[src/rtl/adec_ram.sv]
// generic single write, single read ram with registered read data
module adec_ram #(
  parameter int unsigned Width = 32,
  parameter int unsigned Depth = 16
) (
  input  logic                     clk_i,
  input  logic                     we_i,
  input  logic [$clog2(Depth)-1:0] waddr_i,
  input  logic [Width-1:0]         wdata_i,
  input  logic [$clog2(Depth)-1:0] raddr_i,
  output logic [Width-1:0]         rdata_o
);

  logic [Width-1:0] mem_q [Depth];
  logic [Width-1:0] rdata_q;

  always_ff @(posedge clk_i) begin
    if (we_i) begin
      mem_q[waddr_i] <= wdata_i;
    end
    rdata_q <= mem_q[raddr_i];
  end

  assign rdata_o = rdata_q;

endmodule

[config.mk]
export PLATFORM = sky130hd
export DESIGN_NAME = adec_ram
export DESIGN_NICKNAME = d
export VERILOG_FILES = /design/src/rtl/adec_ram.sv
export SDC_FILE = /design/constraint.sdc
export NUM_CORES = 1
export LEC_CHECK = 0
export BUFFER_PORTS_ARGS = -buffer_cell sky130_fd_sc_hd__clkbuf_2
export CAP_MARGIN = 40
export CORE_ASPECT_RATIO = 0.6
export CORE_MARGIN = 8
export CORE_UTILIZATION = 55
export DETAILED_ROUTE_END_ITERATION = 6
export PLACE_DENSITY = 0.77
export SLEW_MARGIN = 20
export SYNTH_ARGS = -nofsm -noshare
export SYNTH_HDL_FRONTEND = slang
export SYNTH_SLANG_ARGS = --single-unit
[constraint.sdc]
create_clock -name clk_i -period 8.15 [get_ports clk_i]
set_clock_uncertainty 0.2 [all_clocks]
set_input_delay 0.815 -clock clk_i [delete_from_list [all_inputs] [get_ports clk_i]]
set_output_delay 0.815 -clock clk_i [all_outputs]
set_load 0.02 [all_outputs]
==> impl_metrics.toml <==
[status]
outcome = "completed"

[layout]
syn_to_final_growth_pct = 13.08
fin_util = 0.6246
nets = 982
antenna-diode-count = 0
drive_gt1_frac = 0.3248

[sta]
tightest_slew_ns = 0.7738
fmax_mhz = 325.8
finalMaxSlewViolations = 0
slew_headroom = 0.4829
finalCritPeriodShare = 0.3767
rsz0062_at_grt = "no"
finalSetupTns_ns = 0
setup_viol = 0
final.min_clock_period_ns = 3.070
hold_viol_final = 0

[global_routing]
grt_pass1_wl_mm = 61.93
grt_overflow = 0
antenna_found_initial = 1
first_global_vias = 9320
grt_max_degree = 50
grt_usage = 0.2000

[power]
p_per_area_mw_per_mm2 = 250.1
p_total_mw = 5.614
vdd_ir_drop_max_uv = 206.1
p_leak_nw = 7.194

[detailed_routing]
drc = 0
vias_per_cell = 6.219
wl_per_cell_um = 28.96
drtPass1Iterations = 5
vias = 9030
drt-total-wl_mm = 42.05
drt-initial-drc-count = 1094
final_antenna_net_count = 0

[critical_path]
crit_arrival_ns = 3.30
cp-start-kind = "input port"
end_kind = "register"
critPathKind = "input port to register"
crit_fanout = 41
rrSetupSlack_ns = 6.60
crit_required_ns = 8.38

[placement]
dp_hpwl_mm = 20.96
io_buffers = 73
gp_congestion = 0.7136

[yosys]
post-synth-top-count-cell = "edfxtp_1"
ys_ff_latch = 544
synthCells = 838
yosys_most_used_dff = "edfxtp_1"
synth_edf_count = 512
synth_top_area_cell = "edfxtp_1"
synthTopCellsByArea = "edfxtp_1 (77%), mux4_2 (15%), dfxtp_1 (3.2%)"
ys_seq_area_frac = 0.8067
avgSynthCellArea_um2 = 23.69
ys_warn_count = 0
synth_nets = 880
syn_area_mm2 = 0.01985
ys_types = 18
async_reset_ff_frac = 0
ys_top_cells_by_count = "edfxtp_1 (512), mux4_2 (128), a22oi_1 (64), nand2_1 (33), dfxtp_1 (32)"
synth_top_area_frac = 0.7744

[clock_tree]
post-cts-setup-buffers = 0
cts_buffers = 45
cts_tree = "built"
numClockSinks = 544
clock-root-buffer = "clkbuf_16"
insertion_delay_ns = 0.56
cts_resized = 0
clk_path_buf_depth = 3
ctsHoldBuffers = 0
clk_pin_slew_ns = 0.07
ctsHtreeMaxLevel = 2

[hold_path]
worstHoldPathType = "input port to register"

[floorplan]
dieArea_mm2 = 0.04263
io_pins = 74
row_count = 54
fp.dieH_um = 163.2
core_mm2 = 0.03594
initial_core_util = 0.5524
dieWidth_um = 261.3

[job]
cap_violations = 0
-- where the power goes --
part	internal, mW	switching, mW
Clock	1.20	0.976
Combinational	0.112	0.176
Sequential	3.13	0.0229
Total	4.44	1.18
-- cells in the final DEF, fill, tap and decap left out, types with 8 or more instances in the layout --
master / count
a22oi_1: 64
buf_4: 23
clkbuf_1: 9
clkbuf_16: 47
clkbuf_2: 71
clkinv_2: 8
dfxtp_1: 32
edfxtp_1: 512
mux4_2: 128
nand2_1: 33
nor2_4: 13
-- path summary, 6_finish.rpt --
check,start,to,depth (start not counted)
setup / recovery,raddr_i[0],rdata_o[22],7
hold / removal,wdata_i[8],mem_q[11][8],1
setup reg to reg,mem_q[0][2],rdata_o[2],3
hold reg to reg,mem_q[14][24],rdata_o[24],3
-- routing by layer --
metal | global-route usage | share of wire | routed length, µm | vias to the layer above
li1 | - | - | - | 3775
met2 | 0.3182 | 0.48 | 20060 | 444
met3 | 0.03688 | 0.090 | 3803 | 68
met5 | 0 | 0.00021 | 9 | -
met1 | 0.2903 | 0.41 | 17350 | 4741
met4 | 0.04662 | 0.020 | 822 | 2
-- sequential cells by signal, indices dropped and copies added (netlist names) --
signal / cells
rdata_o: 32
mem_q: 512
-- logic make-up after synthesis --
group                  count (synthesis)  synth area share
DFF                                  544            0.8067
AOI/OAI and AO/OA                     64           0.02420
muxes                                128            0.1452
buffers and inverters                 43           0.01122
and+or+nand+nor                       59           0.01273
-- layout make-up --
class	count	area [µm²]
repair buffers	98	609.3
multi-input cells	251	3750
fillers	2377	13490
clock buffers	57	1224
flip-flops and latches	544	16020
well taps	476	595.6
clock inverters	26	256.5
-- stage by stage --
| stage | setup WS [ns] | instance area [µm²] | std cells | hold WS [ns] |
|---|---|---|---|---|
| 2_1_floorplan | 3.955 | 19850 | 838 | 0.4349 |
| 3_3_place_gp | 4.324 | 20900 | 1366 | 0.4485 |
| 3_5_place_dp | 4.424 | 20970 | 1369 | 0.4567 |
| 4_1_cts | 5.023 | 22450 | 1452 | 0.4312 |
| 5_1_grt | 4.859 | 22450 | 1452 | 0.4624 |
| 6_report | 5.080 | 22450 | 1452 | 0.4520 |
-- worst max-delay path: stages --
cell	delay, ns
clkbuf_8	0.44
buf_16	0.35
buf_4	0.47
buf_12	0.30
mux4_2	0.54
a22oi_1	0.23
nand2_1	0.10
No activity file was read; power rests on OpenSTA's default activity.
