`src/rtl/adec_pkg.sv`:
```
// shared types, constants and lookup functions for the block decryptor
package adec_pkg;

  typedef struct packed {
    logic [63:0] cipher_high;
    logic [63:0] cipher_low;
  } cipher_t;

  typedef struct packed {
    logic [63:0] plain_high;
    logic [63:0] plain_low;
  } plain_t;

  typedef enum logic [2:0] {
    CFG_KEY_SIZE    = 3'd0,
    CFG_KEY_0_7     = 3'd1,
    CFG_KEY_8_15    = 3'd2,
    CFG_KEY_16_23   = 3'd3,
    CFG_KEY_24_31   = 3'd4
  } cfg_idx_e;

  typedef enum logic [1:0] {
    KS_128 = 2'd0,
    KS_192 = 2'd1,
    KS_256 = 2'd2
  } key_size_e;

  typedef enum logic [1:0] {
    ST_IDLE,
    ST_ADD,
    ST_ROUND
  } dec_state_e;

  localparam int unsigned RkRows    = 15;
  localparam int unsigned RkRowBits = 128;
  localparam int unsigned RkAddrW   = 4;

  // round key store write, one row of four words
  typedef struct packed {
    logic                 en;
    logic [RkAddrW-1:0]   addr;
    logic [RkRowBits-1:0] data;
  } rk_wr_t;

  // key schedule status towards the round datapath
  typedef struct packed {
    logic       busy;
    logic [3:0] nr;
  } kexp_status_t;

  localparam logic [7:0] FWD_SBOX [256] = '{
    8'h63,8'h7c,8'h77,8'h7b,8'hf2,8'h6b,8'h6f,8'hc5,8'h30,8'h01,8'h67,8'h2b,8'hfe,8'hd7,8'hab,8'h76,
    8'hca,8'h82,8'hc9,8'h7d,8'hfa,8'h59,8'h47,8'hf0,8'had,8'hd4,8'ha2,8'haf,8'h9c,8'ha4,8'h72,8'hc0,
    8'hb7,8'hfd,8'h93,8'h26,8'h36,8'h3f,8'hf7,8'hcc,8'h34,8'ha5,8'he5,8'hf1,8'h71,8'hd8,8'h31,8'h15,
    8'h04,8'hc7,8'h23,8'hc3,8'h18,8'h96,8'h05,8'h9a,8'h07,8'h12,8'h80,8'he2,8'heb,8'h27,8'hb2,8'h75,
    8'h09,8'h83,8'h2c,8'h1a,8'h1b,8'h6e,8'h5a,8'ha0,8'h52,8'h3b,8'hd6,8'hb3,8'h29,8'he3,8'h2f,8'h84,
    8'h53,8'hd1,8'h00,8'hed,8'h20,8'hfc,8'hb1,8'h5b,8'h6a,8'hcb,8'hbe,8'h39,8'h4a,8'h4c,8'h58,8'hcf,
    8'hd0,8'hef,8'haa,8'hfb,8'h43,8'h4d,8'h33,8'h85,8'h45,8'hf9,8'h02,8'h7f,8'h50,8'h3c,8'h9f,8'ha8,
    8'h51,8'ha3,8'h40,8'h8f,8'h92,8'h9d,8'h38,8'hf5,8'hbc,8'hb6,8'hda,8'h21,8'h10,8'hff,8'hf3,8'hd2,
    8'hcd,8'h0c,8'h13,8'hec,8'h5f,8'h97,8'h44,8'h17,8'hc4,8'ha7,8'h7e,8'h3d,8'h64,8'h5d,8'h19,8'h73,
    8'h60,8'h81,8'h4f,8'hdc,8'h22,8'h2a,8'h90,8'h88,8'h46,8'hee,8'hb8,8'h14,8'hde,8'h5e,8'h0b,8'hdb,
    8'he0,8'h32,8'h3a,8'h0a,8'h49,8'h06,8'h24,8'h5c,8'hc2,8'hd3,8'hac,8'h62,8'h91,8'h95,8'he4,8'h79,
    8'he7,8'hc8,8'h37,8'h6d,8'h8d,8'hd5,8'h4e,8'ha9,8'h6c,8'h56,8'hf4,8'hea,8'h65,8'h7a,8'hae,8'h08,
    8'hba,8'h78,8'h25,8'h2e,8'h1c,8'ha6,8'hb4,8'hc6,8'he8,8'hdd,8'h74,8'h1f,8'h4b,8'hbd,8'h8b,8'h8a,
    8'h70,8'h3e,8'hb5,8'h66,8'h48,8'h03,8'hf6,8'h0e,8'h61,8'h35,8'h57,8'hb9,8'h86,8'hc1,8'h1d,8'h9e,
    8'he1,8'hf8,8'h98,8'h11,8'h69,8'hd9,8'h8e,8'h94,8'h9b,8'h1e,8'h87,8'he9,8'hce,8'h55,8'h28,8'hdf,
    8'h8c,8'ha1,8'h89,8'h0d,8'hbf,8'he6,8'h42,8'h68,8'h41,8'h99,8'h2d,8'h0f,8'hb0,8'h54,8'hbb,8'h16
  };

  localparam logic [7:0] INV_SBOX [256] = '{
    8'h52,8'h09,8'h6a,8'hd5,8'h30,8'h36,8'ha5,8'h38,8'hbf,8'h40,8'ha3,8'h9e,8'h81,8'hf3,8'hd7,8'hfb,
    8'h7c,8'he3,8'h39,8'h82,8'h9b,8'h2f,8'hff,8'h87,8'h34,8'h8e,8'h43,8'h44,8'hc4,8'hde,8'he9,8'hcb,
    8'h54,8'h7b,8'h94,8'h32,8'ha6,8'hc2,8'h23,8'h3d,8'hee,8'h4c,8'h95,8'h0b,8'h42,8'hfa,8'hc3,8'h4e,
    8'h08,8'h2e,8'ha1,8'h66,8'h28,8'hd9,8'h24,8'hb2,8'h76,8'h5b,8'ha2,8'h49,8'h6d,8'h8b,8'hd1,8'h25,
    8'h72,8'hf8,8'hf6,8'h64,8'h86,8'h68,8'h98,8'h16,8'hd4,8'ha4,8'h5c,8'hcc,8'h5d,8'h65,8'hb6,8'h92,
    8'h6c,8'h70,8'h48,8'h50,8'hfd,8'hed,8'hb9,8'hda,8'h5e,8'h15,8'h46,8'h57,8'ha7,8'h8d,8'h9d,8'h84,
    8'h90,8'hd8,8'hab,8'h00,8'h8c,8'hbc,8'hd3,8'h0a,8'hf7,8'he4,8'h58,8'h05,8'hb8,8'hb3,8'h45,8'h06,
    8'hd0,8'h2c,8'h1e,8'h8f,8'hca,8'h3f,8'h0f,8'h02,8'hc1,8'haf,8'hbd,8'h03,8'h01,8'h13,8'h8a,8'h6b,
    8'h3a,8'h91,8'h11,8'h41,8'h4f,8'h67,8'hdc,8'hea,8'h97,8'hf2,8'hcf,8'hce,8'hf0,8'hb4,8'he6,8'h73,
    8'h96,8'hac,8'h74,8'h22,8'he7,8'had,8'h35,8'h85,8'he2,8'hf9,8'h37,8'he8,8'h1c,8'h75,8'hdf,8'h6e,
    8'h47,8'hf1,8'h1a,8'h71,8'h1d,8'h29,8'hc5,8'h89,8'h6f,8'hb7,8'h62,8'h0e,8'haa,8'h18,8'hbe,8'h1b,
    8'hfc,8'h56,8'h3e,8'h4b,8'hc6,8'hd2,8'h79,8'h20,8'h9a,8'hdb,8'hc0,8'hfe,8'h78,8'hcd,8'h5a,8'hf4,
    8'h1f,8'hdd,8'ha8,8'h33,8'h88,8'h07,8'hc7,8'h31,8'hb1,8'h12,8'h10,8'h59,8'h27,8'h80,8'hec,8'h5f,
    8'h60,8'h51,8'h7f,8'ha9,8'h19,8'hb5,8'h4a,8'h0d,8'h2d,8'he5,8'h7a,8'h9f,8'h93,8'hc9,8'h9c,8'hef,
    8'ha0,8'he0,8'h3b,8'h4d,8'hae,8'h2a,8'hf5,8'hb0,8'hc8,8'heb,8'hbb,8'h3c,8'h83,8'h53,8'h99,8'h61,
    8'h17,8'h2b,8'h04,8'h7e,8'hba,8'h77,8'hd6,8'h26,8'he1,8'h69,8'h14,8'h63,8'h55,8'h21,8'h0c,8'h7d
  };

  function automatic logic [7:0] rcon(input logic [3:0] idx);
    logic [7:0] r;
    unique case (idx)
      4'd0:    r = 8'h01;
      4'd1:    r = 8'h02;
      4'd2:    r = 8'h04;
      4'd3:    r = 8'h08;
      4'd4:    r = 8'h10;
      4'd5:    r = 8'h20;
      4'd6:    r = 8'h40;
      4'd7:    r = 8'h80;
      4'd8:    r = 8'h1b;
      4'd9:    r = 8'h36;
      default: r = 8'h00;
    endcase
    return r;
  endfunction

  function automatic logic [3:0] round_count(input logic [1:0] ks);
    logic [3:0] n;
    unique case (ks)
      KS_128:  n = 4'd10;
      KS_192:  n = 4'd12;
      default: n = 4'd14;
    endcase
    return n;
  endfunction

  function automatic logic [31:0] subst_word(input logic [31:0] x);
    return {FWD_SBOX[x[31:24]], FWD_SBOX[x[23:16]], FWD_SBOX[x[15:8]], FWD_SBOX[x[7:0]]};
  endfunction

  function automatic logic [7:0] xtime(input logic [7:0] a);
    return {a[6:0], 1'b0} ^ (a[7] ? 8'h1b : 8'h00);
  endfunction

  function automatic logic [7:0] mul9(input logic [7:0] a);
    logic [7:0] a2, a4, a8;
    a2 = xtime(a);
    a4 = xtime(a2);
    a8 = xtime(a4);
    return a8 ^ a;
  endfunction

  function automatic logic [7:0] mulb(input logic [7:0] a);
    logic [7:0] a2, a4, a8;
    a2 = xtime(a);
    a4 = xtime(a2);
    a8 = xtime(a4);
    return a8 ^ a2 ^ a;
  endfunction

  function automatic logic [7:0] muld(input logic [7:0] a);
    logic [7:0] a2, a4, a8;
    a2 = xtime(a);
    a4 = xtime(a2);
    a8 = xtime(a4);
    return a8 ^ a4 ^ a;
  endfunction

  function automatic logic [7:0] mule(input logic [7:0] a);
    logic [7:0] a2, a4, a8;
    a2 = xtime(a);
    a4 = xtime(a2);
    a8 = xtime(a4);
    return a8 ^ a4 ^ a2;
  endfunction

endpackage

```
`src/rtl/adec_key_exp.sv`:
```
// key registers and word-per-cycle key schedule expansion into the round key store
module adec_key_exp (
  input  logic                   clk_i,
  input  logic                   rst_ni,
  input  logic                   cfg_we_i,
  input  logic [2:0]             cfg_addr_i,
  input  logic [63:0]            cfg_wdata_i,
  output adec_pkg::rk_wr_t       rk_wr_o,
  output adec_pkg::kexp_status_t status_o
);

  logic [1:0]  key_size_q;
  logic [63:0] key_q [4];
  logic        busy_q, busy_d;
  logic [5:0]  i_q, i_d;
  logic [2:0]  j_q, j_d;
  logic [3:0]  rc_q, rc_d;
  logic [31:0] hist_q [8];
  logic [31:0] buf_q [3];
  logic        start;
  logic [3:0]  nr, nk;
  logic [5:0]  last;
  logic [31:0] w, t;
  logic [2:0]  nk_m1;

  assign start = cfg_we_i && (cfg_addr_i <= adec_pkg::CFG_KEY_24_31);
  assign nr    = adec_pkg::round_count(key_size_q);
  assign nk    = nr - 4'd6;
  assign nk_m1 = 3'(nk - 4'd1);
  assign last  = 6'({nr, 2'b00} + 6'd3);

  always_ff @(posedge clk_i or negedge rst_ni) begin
    if (!rst_ni) begin
      key_size_q <= 2'd0;
      for (int k = 0; k < 4; k++) key_q[k] <= 64'd0;
    end else if (cfg_we_i) begin
      unique case (cfg_addr_i)
        adec_pkg::CFG_KEY_SIZE:  key_size_q <= cfg_wdata_i[1:0];
        adec_pkg::CFG_KEY_0_7:   key_q[0]   <= cfg_wdata_i;
        adec_pkg::CFG_KEY_8_15:  key_q[1]   <= cfg_wdata_i;
        adec_pkg::CFG_KEY_16_23: key_q[2]   <= cfg_wdata_i;
        adec_pkg::CFG_KEY_24_31: key_q[3]   <= cfg_wdata_i;
        default: ;
      endcase
    end
  end

  // next schedule word
  always_comb begin
    t = hist_q[0];
    if (i_q < {2'b00, nk}) begin
      w = i_q[0] ? key_q[i_q[2:1]][63:32] : key_q[i_q[2:1]][31:0];
    end else begin
      priority if (j_q == 3'd0) begin
        t = adec_pkg::subst_word({t[7:0], t[31:8]}) ^ {24'd0, adec_pkg::rcon(rc_q)};
      end else if (nk == 4'd8 && j_q == 3'd4) begin
        t = adec_pkg::subst_word(t);
      end
      w = hist_q[nk_m1] ^ t;
    end
  end

  always_comb begin
    busy_d = busy_q;
    i_d    = i_q;
    j_d    = j_q;
    rc_d   = rc_q;
    if (start) begin
      busy_d = 1'b1;
      i_d    = 6'd0;
      j_d    = 3'd0;
      rc_d   = 4'd0;
    end else if (busy_q) begin
      i_d = i_q + 6'd1;
      if (j_q == nk_m1) begin
        j_d = 3'd0;
        if (i_q >= {2'b00, nk}) rc_d = rc_q + 4'd1;
      end else begin
        j_d = j_q + 3'd1;
      end
      if (i_q == last) busy_d = 1'b0;
    end
  end

  always_ff @(posedge clk_i or negedge rst_ni) begin
    if (!rst_ni) begin
      busy_q <= 1'b0;
      i_q    <= 6'd0;
      j_q    <= 3'd0;
      rc_q   <= 4'd0;
    end else begin
      busy_q <= busy_d;
      i_q    <= i_d;
      j_q    <= j_d;
      rc_q   <= rc_d;
    end
  end

  // history line and row assembly
  always_ff @(posedge clk_i) begin
    if (busy_q && !start) begin
      hist_q[0] <= w;
      for (int k = 1; k < 8; k++) hist_q[k] <= hist_q[k-1];
      if (i_q[1:0] != 2'd3) buf_q[i_q[1:0]] <= w;
    end
  end

  assign rk_wr_o.en   = busy_q && !start && (i_q[1:0] == 2'd3);
  assign rk_wr_o.addr = i_q[5:2];
  assign rk_wr_o.data = {w, buf_q[2], buf_q[1], buf_q[0]};

  assign status_o.busy = busy_q;
  assign status_o.nr   = nr;

endmodule

```
`config.mk`:
```
export PLATFORM = sky130hd
export DESIGN_NAME = adec_key_exp
export DESIGN_NICKNAME = d
export VERILOG_FILES = /design/src/rtl/adec_pkg.sv /design/src/rtl/adec_key_exp.sv
export SDC_FILE = /design/constraint.sdc
export NUM_CORES = 1
export LEC_CHECK = 0
export BUFFER_PORTS_ARGS = -buffer_cell sky130_fd_sc_hd__buf_2
export CORE_ASPECT_RATIO = 1.75
export CORE_MARGIN = 8
export CORE_UTILIZATION = 30
export CTS_BUF_LIST = sky130_fd_sc_hd__clkbuf_16
export DETAILED_ROUTE_END_ITERATION = 10
export GPL_TIMING_DRIVEN = 1
export PLACE_DENSITY = 0.43
export SYNTH_ARGS = -nofsm -noshare
export SYNTH_HDL_FRONTEND = slang
export SYNTH_SLANG_ARGS = --single-unit
```
`constraint.sdc`:
```
create_clock -name clk_i -period 15.87 [get_ports clk_i]
set_input_delay 0.7935 -clock clk_i [delete_from_list [all_inputs] [get_ports clk_i]]
set_output_delay 0.7935 -clock clk_i [all_outputs]
set_load 0.02 [all_outputs]
```
==> impl_metrics.yaml, run 1 <==
sta:
  slew_viol_final: 0
  tightestPinTransition_ps: 1150
  rsz0062_at_grt: "false"
  setup_viol: 0
  hold_viol_final: 0
  finalSetupTns_ps: 0
  fin_hold_ws_ps: 110
  max_slew_margin_pct: 22.5
  layout_min_cycle_time_ps: 6630
  fmax_mhz: 151
  period_share_pct: 41.8
  skew_ps: 38.0
critical_path:
  r2r_cells: 11
  worst-path-max-fanout: 35
  worstPathCellList: "buf_4 > inv_1 > ha_1 > nor2b_1 > a221oi_1 > mux2i_1 > a32oi_1 > a31oi_1 > nand2_1 > a21o_1 > a41oi_1 > buf_2"
  critPathMaxStageDelay_ps: 820
  r2r-end: "hist_q[0][16]"
  critPathSlowestCell: "a31oi_1"
  end_kind: "primary output"
  path_class: "reg -> out"
  r2r_start: "hist_q[0][25]"
  arrival_ps: 5840
  rrSetupSlack_ps: 10690
  worstPathRequired_ps: 15080
  cp-start-kind: "flop"
floorplan:
  start_util_pct: 30.2
  num_rows: 176
  die_area_um2: 144000
  core_um2: 131000
  die_h_um: 497
  die_x_um: 291
  io_pins: 208
logic_synthesis:
  yosysSeqAreaShare_pct: 43.9
  synth_edf_count: 352
  synth_area_leaders: "edfxtp_1 (27%), dfrtp_1 (17%), mux2_2 (8.1%), mux4_2 (6.8%), o21ai_0 (2.5%)"
  synth.avg_cell_area_um2: 10.9
  synth_most_common_cell: "edfxtp_1"
  synth_top_area_share_pct: 26.7
  synth-seq-cells: 624
  syn-num-nets: 3794
  syn_area_um2: 39600
  synth_cells: 3648
  synthArstFlopShare_pct: 43.6
  synth_flop_cell: "edfxtp_1"
  yosysTopAreaCell: "edfxtp_1"
  yosys_warnings: 0
  synth_cell_type_count: 108
  synthTopCellsByCount: "edfxtp_1 (352), mux2_2 (284), dfrtp_1 (272)"
global_routing:
  grt_antenna_before_repair: 19
  grt_pass1_wl_um: 241000
  gr-total-overflow: 0
  grt.total_usage_pct: 22.4
  grt_pass1_vias: 32700
  grt_max_degree: 83
cts:
  cts_resized: 0
  htree_levels: 3
  clk_pin_slew_ps: 60
  cts-root-buf: "clkbuf_16"
  cts_buffers: 69
  cts.sinks: 624
  cts_setup_buffers: 0
  clk_path_buf_depth: 3
  ctsHoldBuffers: 0
  cts_tree: "yes"
  clock_latency_ps: 690
placed_design:
  portBuffers: 205
  place.gp.congestion: 1.04
  hpwlAfterDp_um: 114000
pwr:
  power_leakage_nw: 16.3
  combPwrFrac_pct: 64.1
  power_density_nw_per_um2: 263
  switching_share_pct: 51.9
  p_int_mw: 5.57
  p_sw_mw: 6.01
  p_clk_share_pct: 13.9
  pwr-share-seq_pct: 22.0
  vdd_drop_max_mv: 0.108
layout:
  multi_input_area_um2: 20200
  fill_cells: 13400
  area_delta_synth_final_pct: 11.3
  seqCellArea_um2: 17400
  final_nets: 3804
  drive_gt1_share_pct: 24.4
route:
  drtIter0Drc: 3847
  routed_wl_um: 168000
  drc_errors: 0
  drt_pass1_iterations: 7
  vias_per_cell: 6.04
  vias: 32700
  wire_per_inst_um: 31.0
  ant_nets: 0
status:
  status: "complete, no violations"
flow_run:
  max_cap_violations: 0
hold_path:
  min_path_type: "in -> async"
## critical path: cells and delay by family (launching register included)
kind | cells | cell delay, ps
multiplexers | 1 | 200
flip-flops | 1 | 320
AND/OR/NAND/NOR | 2 | 890
adder cells (fa/ha/maj) | 1 | 680
buffers and inverters | 3 | 1030
AO/OA/AOI/OAI | 5 | 2010
## per-layer routing
metal  up-vias  track usage (%)  routed length [µm]
met2      1630             39.3               84000
met3       522             3.94               10400
met5         -                0                 105
met4        16             13.7               11600
met1     16500             25.2               61600
li1      14000                -                   -
## stage by stage
stage,total power [mW],worst slack (ps),cell area [µm²],instances,util (%)
6_report,11.6,9240,44000,5411,33.6
5_1_grt,12.1,9020,44000,5406,33.6
4_1_cts,11.5,9180,44000,5405,33.5
3_5_place_dp,9.84,9940,41800,5278,31.9
3_3_place_gp,9.93,9880,41800,5278,31.9
2_1_floorplan,7.13,1310,39600,3648,-
## cell type report
class	instances	share of cell area, %
inverter	65	0.560
tap	1691	4.80
sequential	624	39.5
multi-input combinational	2588	45.9
clock buffer	70	3.98
timing repair buffer	310	4.14
antenna	6	0.0341
clock inverter	57	1.07
## logic make-up (layout without fill, tap and decap cells)
logic type,after synthesis,in the layout,synth area share (%)
AOI/OAI and AO/OA,990,990,17.9
xor gates and xnor gates,19,19,0.420
DFF,624,624,43.9
other,2,8,0.0190
and+or+nand+nor,997,997,12.8
buffers and inverters,436,502,5.14
muxes,504,504,17.4
adders and majority gates,76,76,2.40
## cells in the final DEF, fill, tap and decap left out, types with 25 or more instances in the layout
cell / Yosys / layout
mux4_2: 119 / 119
mux2_2: 284 / 284
dfrtp_1: 272 / 268
a21oi_1: 147 / 147
and2_1: 42 / 38
o211ai_1: 48 / 48
and3_1: 26 / 26
a311oi_1: 44 / 44
a211oi_1: 49 / 49
nor2b_1: 88 / 86
o31ai_1: 33 / 33
edfxtp_1: 352 / 352
buf_4: 39 / 105
or3_1: 36 / 36
o311ai_0: 25 / 25
o21ai_0: 198 / 198
inv_1: 52 / 65
ha_1: 76 / 76
buf_2: 113 / 204
nand2b_1: 87 / 86
nor3_1: 67 / 66
clkbuf_16: 0 / 70
a31oi_1: 71 / 71
nand2_1: 243 / 242
nand3_1: 82 / 81
mux2i_1: 98 / 98
nor2_1: 201 / 200
## state kept, by name, summed over array words and instances, names as in the netlist
register / count
hist_q: 256
key_q: 256
buf_q: 96
i_q: 6
rc_q: 4
j_q: 3
key_size_q: 2
busy_q: 1
## worst max path at each step
stage                         endpoint          start  slack, ps  depth (start not counted)
after floorplan            buf_q[0][0]  cfg_addr_i[0]       1310                          7
after global placement    rk_wr_o[112]  hist_q[0][25]       9880                         12
after detailed placement  rk_wr_o[112]  hist_q[0][25]       9940                         12
after CTS                 rk_wr_o[112]  hist_q[0][25]       9180                         12
after global routing      rk_wr_o[112]  hist_q[0][25]       9020                         12
final                     rk_wr_o[112]  hist_q[0][25]       9240                         12
## power groups by stage
stage          sequential [mW]  combinational, mW  clock [mW]
2_1_floorplan             2.64               4.49           0
3_3_place_gp              2.58               7.35           0
3_5_place_dp              2.59               7.25           0
4_1_cts                   2.56               7.28        1.67
5_1_grt                   2.61               7.76        1.71
6_report                  2.55               7.42        1.61
No activity file was read; power rests on OpenSTA's default activity.
==> run 2, diff against run 1 <==
--- a/config.mk
+++ b/config.mk
@@ -5,6 +5,7 @@
 export SDC_FILE = /design/constraint.sdc
 export NUM_CORES = 1
 export LEC_CHECK = 0
+export ABC_AREA = 1
 export BUFFER_PORTS_ARGS = -buffer_cell sky130_fd_sc_hd__buf_2
 export CORE_ASPECT_RATIO = 1.75
 export CORE_MARGIN = 8
@@ -12,7 +13,7 @@
 export CTS_BUF_LIST = sky130_fd_sc_hd__clkbuf_16
 export DETAILED_ROUTE_END_ITERATION = 10
 export GPL_TIMING_DRIVEN = 1
-export PLACE_DENSITY = 0.43
+export PLACE_DENSITY = 0.45
 export SYNTH_ARGS = -nofsm -noshare
 export SYNTH_HDL_FRONTEND = slang
 export SYNTH_SLANG_ARGS = --single-unit
==> constraint.sdc (replaced) <==
create_clock -name clk_i -period 5.55 [get_ports clk_i]
set_input_delay 0.2775 -clock clk_i [delete_from_list [all_inputs] [get_ports clk_i]]
set_output_delay 0.2775 -clock clk_i [all_outputs]
set_load 0.02 [all_outputs]
==> run 2 against run 1 <==
Net effect:
- register-to-register slack got worse by 9200 ps
- synthesized area decreased by 7.7%
- count of clock-buffer cells in the layout decreased by 1
- synthesized cell count increased by 28%
==> impl_metrics.yaml, run 2 <==
logic_synthesis:
  synth_cells: 4683
  synth_area_leaders: "edfxtp_1 (29%), dfrtp_1 (19%), nand2_1 (13%), nand3_1 (12%), o21ai_0 (6.5%)"
  synth_most_common_cell: "nand2_1"
  synth_top_area_share_pct: 28.9
  syn_area_um2: 36500
  synth_edf_count: 352
  synth-seq-cells: 624
  synth.avg_cell_area_um2: 7.80
  yosys_warnings: 0
  synth_flop_cell: "edfxtp_1"
  yosysSeqAreaShare_pct: 47.6
  synth_cell_type_count: 45
  synthArstFlopShare_pct: 43.6
  syn-num-nets: 4829
  yosysTopAreaCell: "edfxtp_1"
  synthTopCellsByCount: "nand2_1 (1276), nand3_1 (869), o21ai_0 (473)"
sta:
  max_slew_margin_pct: 18.8
  slew_viol_final: 0
  setup_viol: 0
  fmax_mhz: 203
  fin_hold_ws_ps: 33.7
  tightestPinTransition_ps: 1210
  period_share_pct: 88.8
  rsz0062_at_grt: "false"
  skew_ps: 38.1
  hold_viol_final: 0
  layout_min_cycle_time_ps: 4930
critical_path:
  worstPathRequired_ps: 5270
  crit_family: "simple AND/OR/NAND/NOR gates"
  r2r-end: "hist_q[0][4]"
  path_buf_inv: 2
  path_class: "reg -> out"
  cp_common_cell: "nand2_1"
  cp_num_cells: 18
  worst-path-max-fanout: 16
  critPathMaxStageDelay_ps: 840
  worstPathCellList: "inv_2 > ha_1 > nand2_4 > nand2_1 > nand2_1 > nand2_1 > nor2_1 > nor2_1 > nand2_1 > nand2_1 > nand2_1 > nand2_1 > nand2_1 > nand3_1 > nand3_1 > nand3_1 > nand2_1 > buf_2"
  r2r_start: "hist_q[0][9]"
  critPathSlowestCell: "edfxtp_1"
  rrSetupSlack_ps: 1500
  cp-start-kind: "flop"
  crit_end: "rk_wr_o[100]"
  end_kind: "primary output"
  arrival_ps: 4650
  crit_path_start: "hist_q[0][9]"
  r2r_cells: 18
placed_design:
  place.gp.congestion: 1.02
  hpwlAfterDp_um: 118000
  placed_area_um2: 39000
  portBuffers: 205
pwr:
  p_clk_share_pct: 15.1
  p_sw_mw: 16.6
  combPwrFrac_pct: 61.3
  pwr-share-seq_pct: 23.5
  power_density_nw_per_um2: 722
  power_leakage_nw: 18.6
  p_int_mw: 13.6
  switching_share_pct: 55.1
  vdd_drop_max_mv: 0.317
status:
  status: "complete, no violations"
route:
  wire_per_inst_um: 26.0
  drc_errors: 0
  vias: 35800
  drt_pass1_iterations: 7
  vias_per_cell: 5.53
  ant_nets: 0
  routed_wl_um: 168000
  drtIter0Drc: 4061
global_routing:
  grt_antenna_before_repair: 4
  grt_pass1_vias: 35200
  grt.total_usage_pct: 24.5
  grt_max_degree: 167
  gr-total-overflow: 0
  grt_pass1_wl_um: 245000
floorplan:
  core_um2: 121000
  die_x_um: 280
  start_util_pct: 30.2
  num_rows: 169
  io_pins: 208
  die_h_um: 478
  die_area_um2: 134000
cts:
  cts_buffers: 66
  cts_tree: "yes"
  clock_latency_ps: 660
  clk_pin_slew_ps: 60
  clk_path_buf_depth: 3
  htree_levels: 3
  cts-root-buf: "clkbuf_16"
  cts.sinks: 624
  cts_resized: 0
layout:
  final_nets: 4939
  area_delta_synth_final_pct: 14.3
  fill_cells: 13100
  final_cell_mix: "nand2_1 (1272), nand3_1 (867), o21ai_0 (473), edfxtp_1 (352), nor2_1 (310)"
  drive_gt1_share_pct: 10.1
  final_common_cell: "nand2_1"
  final_area_um2: 41800
flow_run:
  max_cap_violations: 0
hold_path:
  min_path_type: "in -> reg"
## run 2: cell count changes after synthesis, sizes merged, moves of 49 or more
cell / previous run / this run
mux2i: 98 / 0
nor2: 204 / 330
nor3: 67 / 6
a31oi: 71 / 8
o21ai: 210 / 497
inv: 60 / 250
nand2b: 90 / 0
nand2: 244 / 1302
nand3: 82 / 870
mux2: 287 / 0
buf: 185 / 136
nor2b: 88 / 0
mux4: 119 / 0
## run 2: per-layer routing
metal / routed length [µm] / GRT usage, % / share of wire, % / vias to the layer above
met5: 21 / 0 / 0.012 / -
met1: 61900 / 27.6 / 37 / 17200
met2: 83500 / 42.9 / 50 / 1774
li1: - / - / - / 16300
met4: 12500 / 15.3 / 7.4 / 4
met3: 10400 / 3.70 / 6.2 / 518
## run 2: final cells by class
class / count / area, µm² / area share (%)
Multi-Input combinational cell: 3484 / 16800 / 40.3
Clock inverter: 50 / 437 / 1.05
Clock buffer: 69 / 1730 / 4.13
Sequential cell: 624 / 17400 / 41.6
Tap cell: 1624 / 2030 / 4.87
Antenna cell: 3 / 7.51 / 0.0180
Timing Repair Buffer: 360 / 2360 / 5.66
Inverter: 257 / 968 / 2.32
## run 2: what timing repair did
action                                 4_1_cts  5_1_grt
hold buffers                                56        0
setup buffers                                0        0
endpoints found under the hold margin      330        0
## run 2: through the flow
| stage | std cells | setup TNS [ps] | total power, mW | worst slack [ps] | util, % |
|---|---|---|---|---|---|
| detailed placement | 6293 | 0 | 25.1 | 1310 | 32.3 |
| CTS | 6468 | 0 | 29.8 | 600 | 34.5 |
| global route | 6469 | 0 | 31.8 | 395 | 34.5 |
| global placement | 6293 | 0 | 25.3 | 1330 | 32.3 |
| floorplan | 4683 | -80410 | 18.0 | -838 | - |
| finish | 6471 | 0 | 30.2 | 622 | 34.5 |
## run 2: kinds of logic (layout without fill, tap and decap cells)
| group | after synthesis | count (layout) | synth area share (%) |
|---|---|---|---|
| simple gates | 2574 | 2574 | 30.3 |
| compound gates | 830 | 830 | 12.9 |
| flops | 624 | 624 | 47.6 |
| buf+inv | 575 | 736 | 6.58 |
| fa+ha+maj | 76 | 76 | 2.60 |
| other cells | 2 | 5 | 0.0206 |
| xor+xnor | 2 | 2 | 0.0480 |
## run 2: worst reg2reg max path, stage by stage (launching register included)
cell and delay (ps):
edfxtp_1 840, inv_2 270, ha_1 450, nand2_4 200, nand2_1 200, nand2_1 150, nand2_1 60, nor2_1 160
nor2_1 70, nand2_1 80, nand2_1 120, nand2_1 110, nand2_1 70, nand2_1 60, nand3_1 250, nand2_1 150
nand2_1 50, nand3_1 70, nand2_1 310
## run 2: worst min-delay path by stage
| stage | endpoint | depth (start not counted) | startpoint |
|---|---|---|---|
| floorplan | busy_q | 0 | rst_ni |
| global placement | hist_q[2][29] | 0 | hist_q[1][29] |
| detailed placement | hist_q[5][7] | 0 | hist_q[4][7] |
| CTS | key_q[33] | 3 | cfg_wdata_i[33] |
| global route | key_q[157] | 3 | cfg_wdata_i[29] |
| finish | key_q[46] | 3 | cfg_wdata_i[46] |
## run 2: power by group through the flow
stage / Sequential [mW] / Clock [mW] / Combinational [mW]
after global placement: 7.18 / 0 / 18.1
after detailed placement: 7.18 / 0 / 17.9
after global routing: 7.23 / 4.85 / 19.7
after floorplan: 7.18 / 0 / 10.8
final: 7.10 / 4.57 / 18.5
after CTS: 7.11 / 4.70 / 18.0
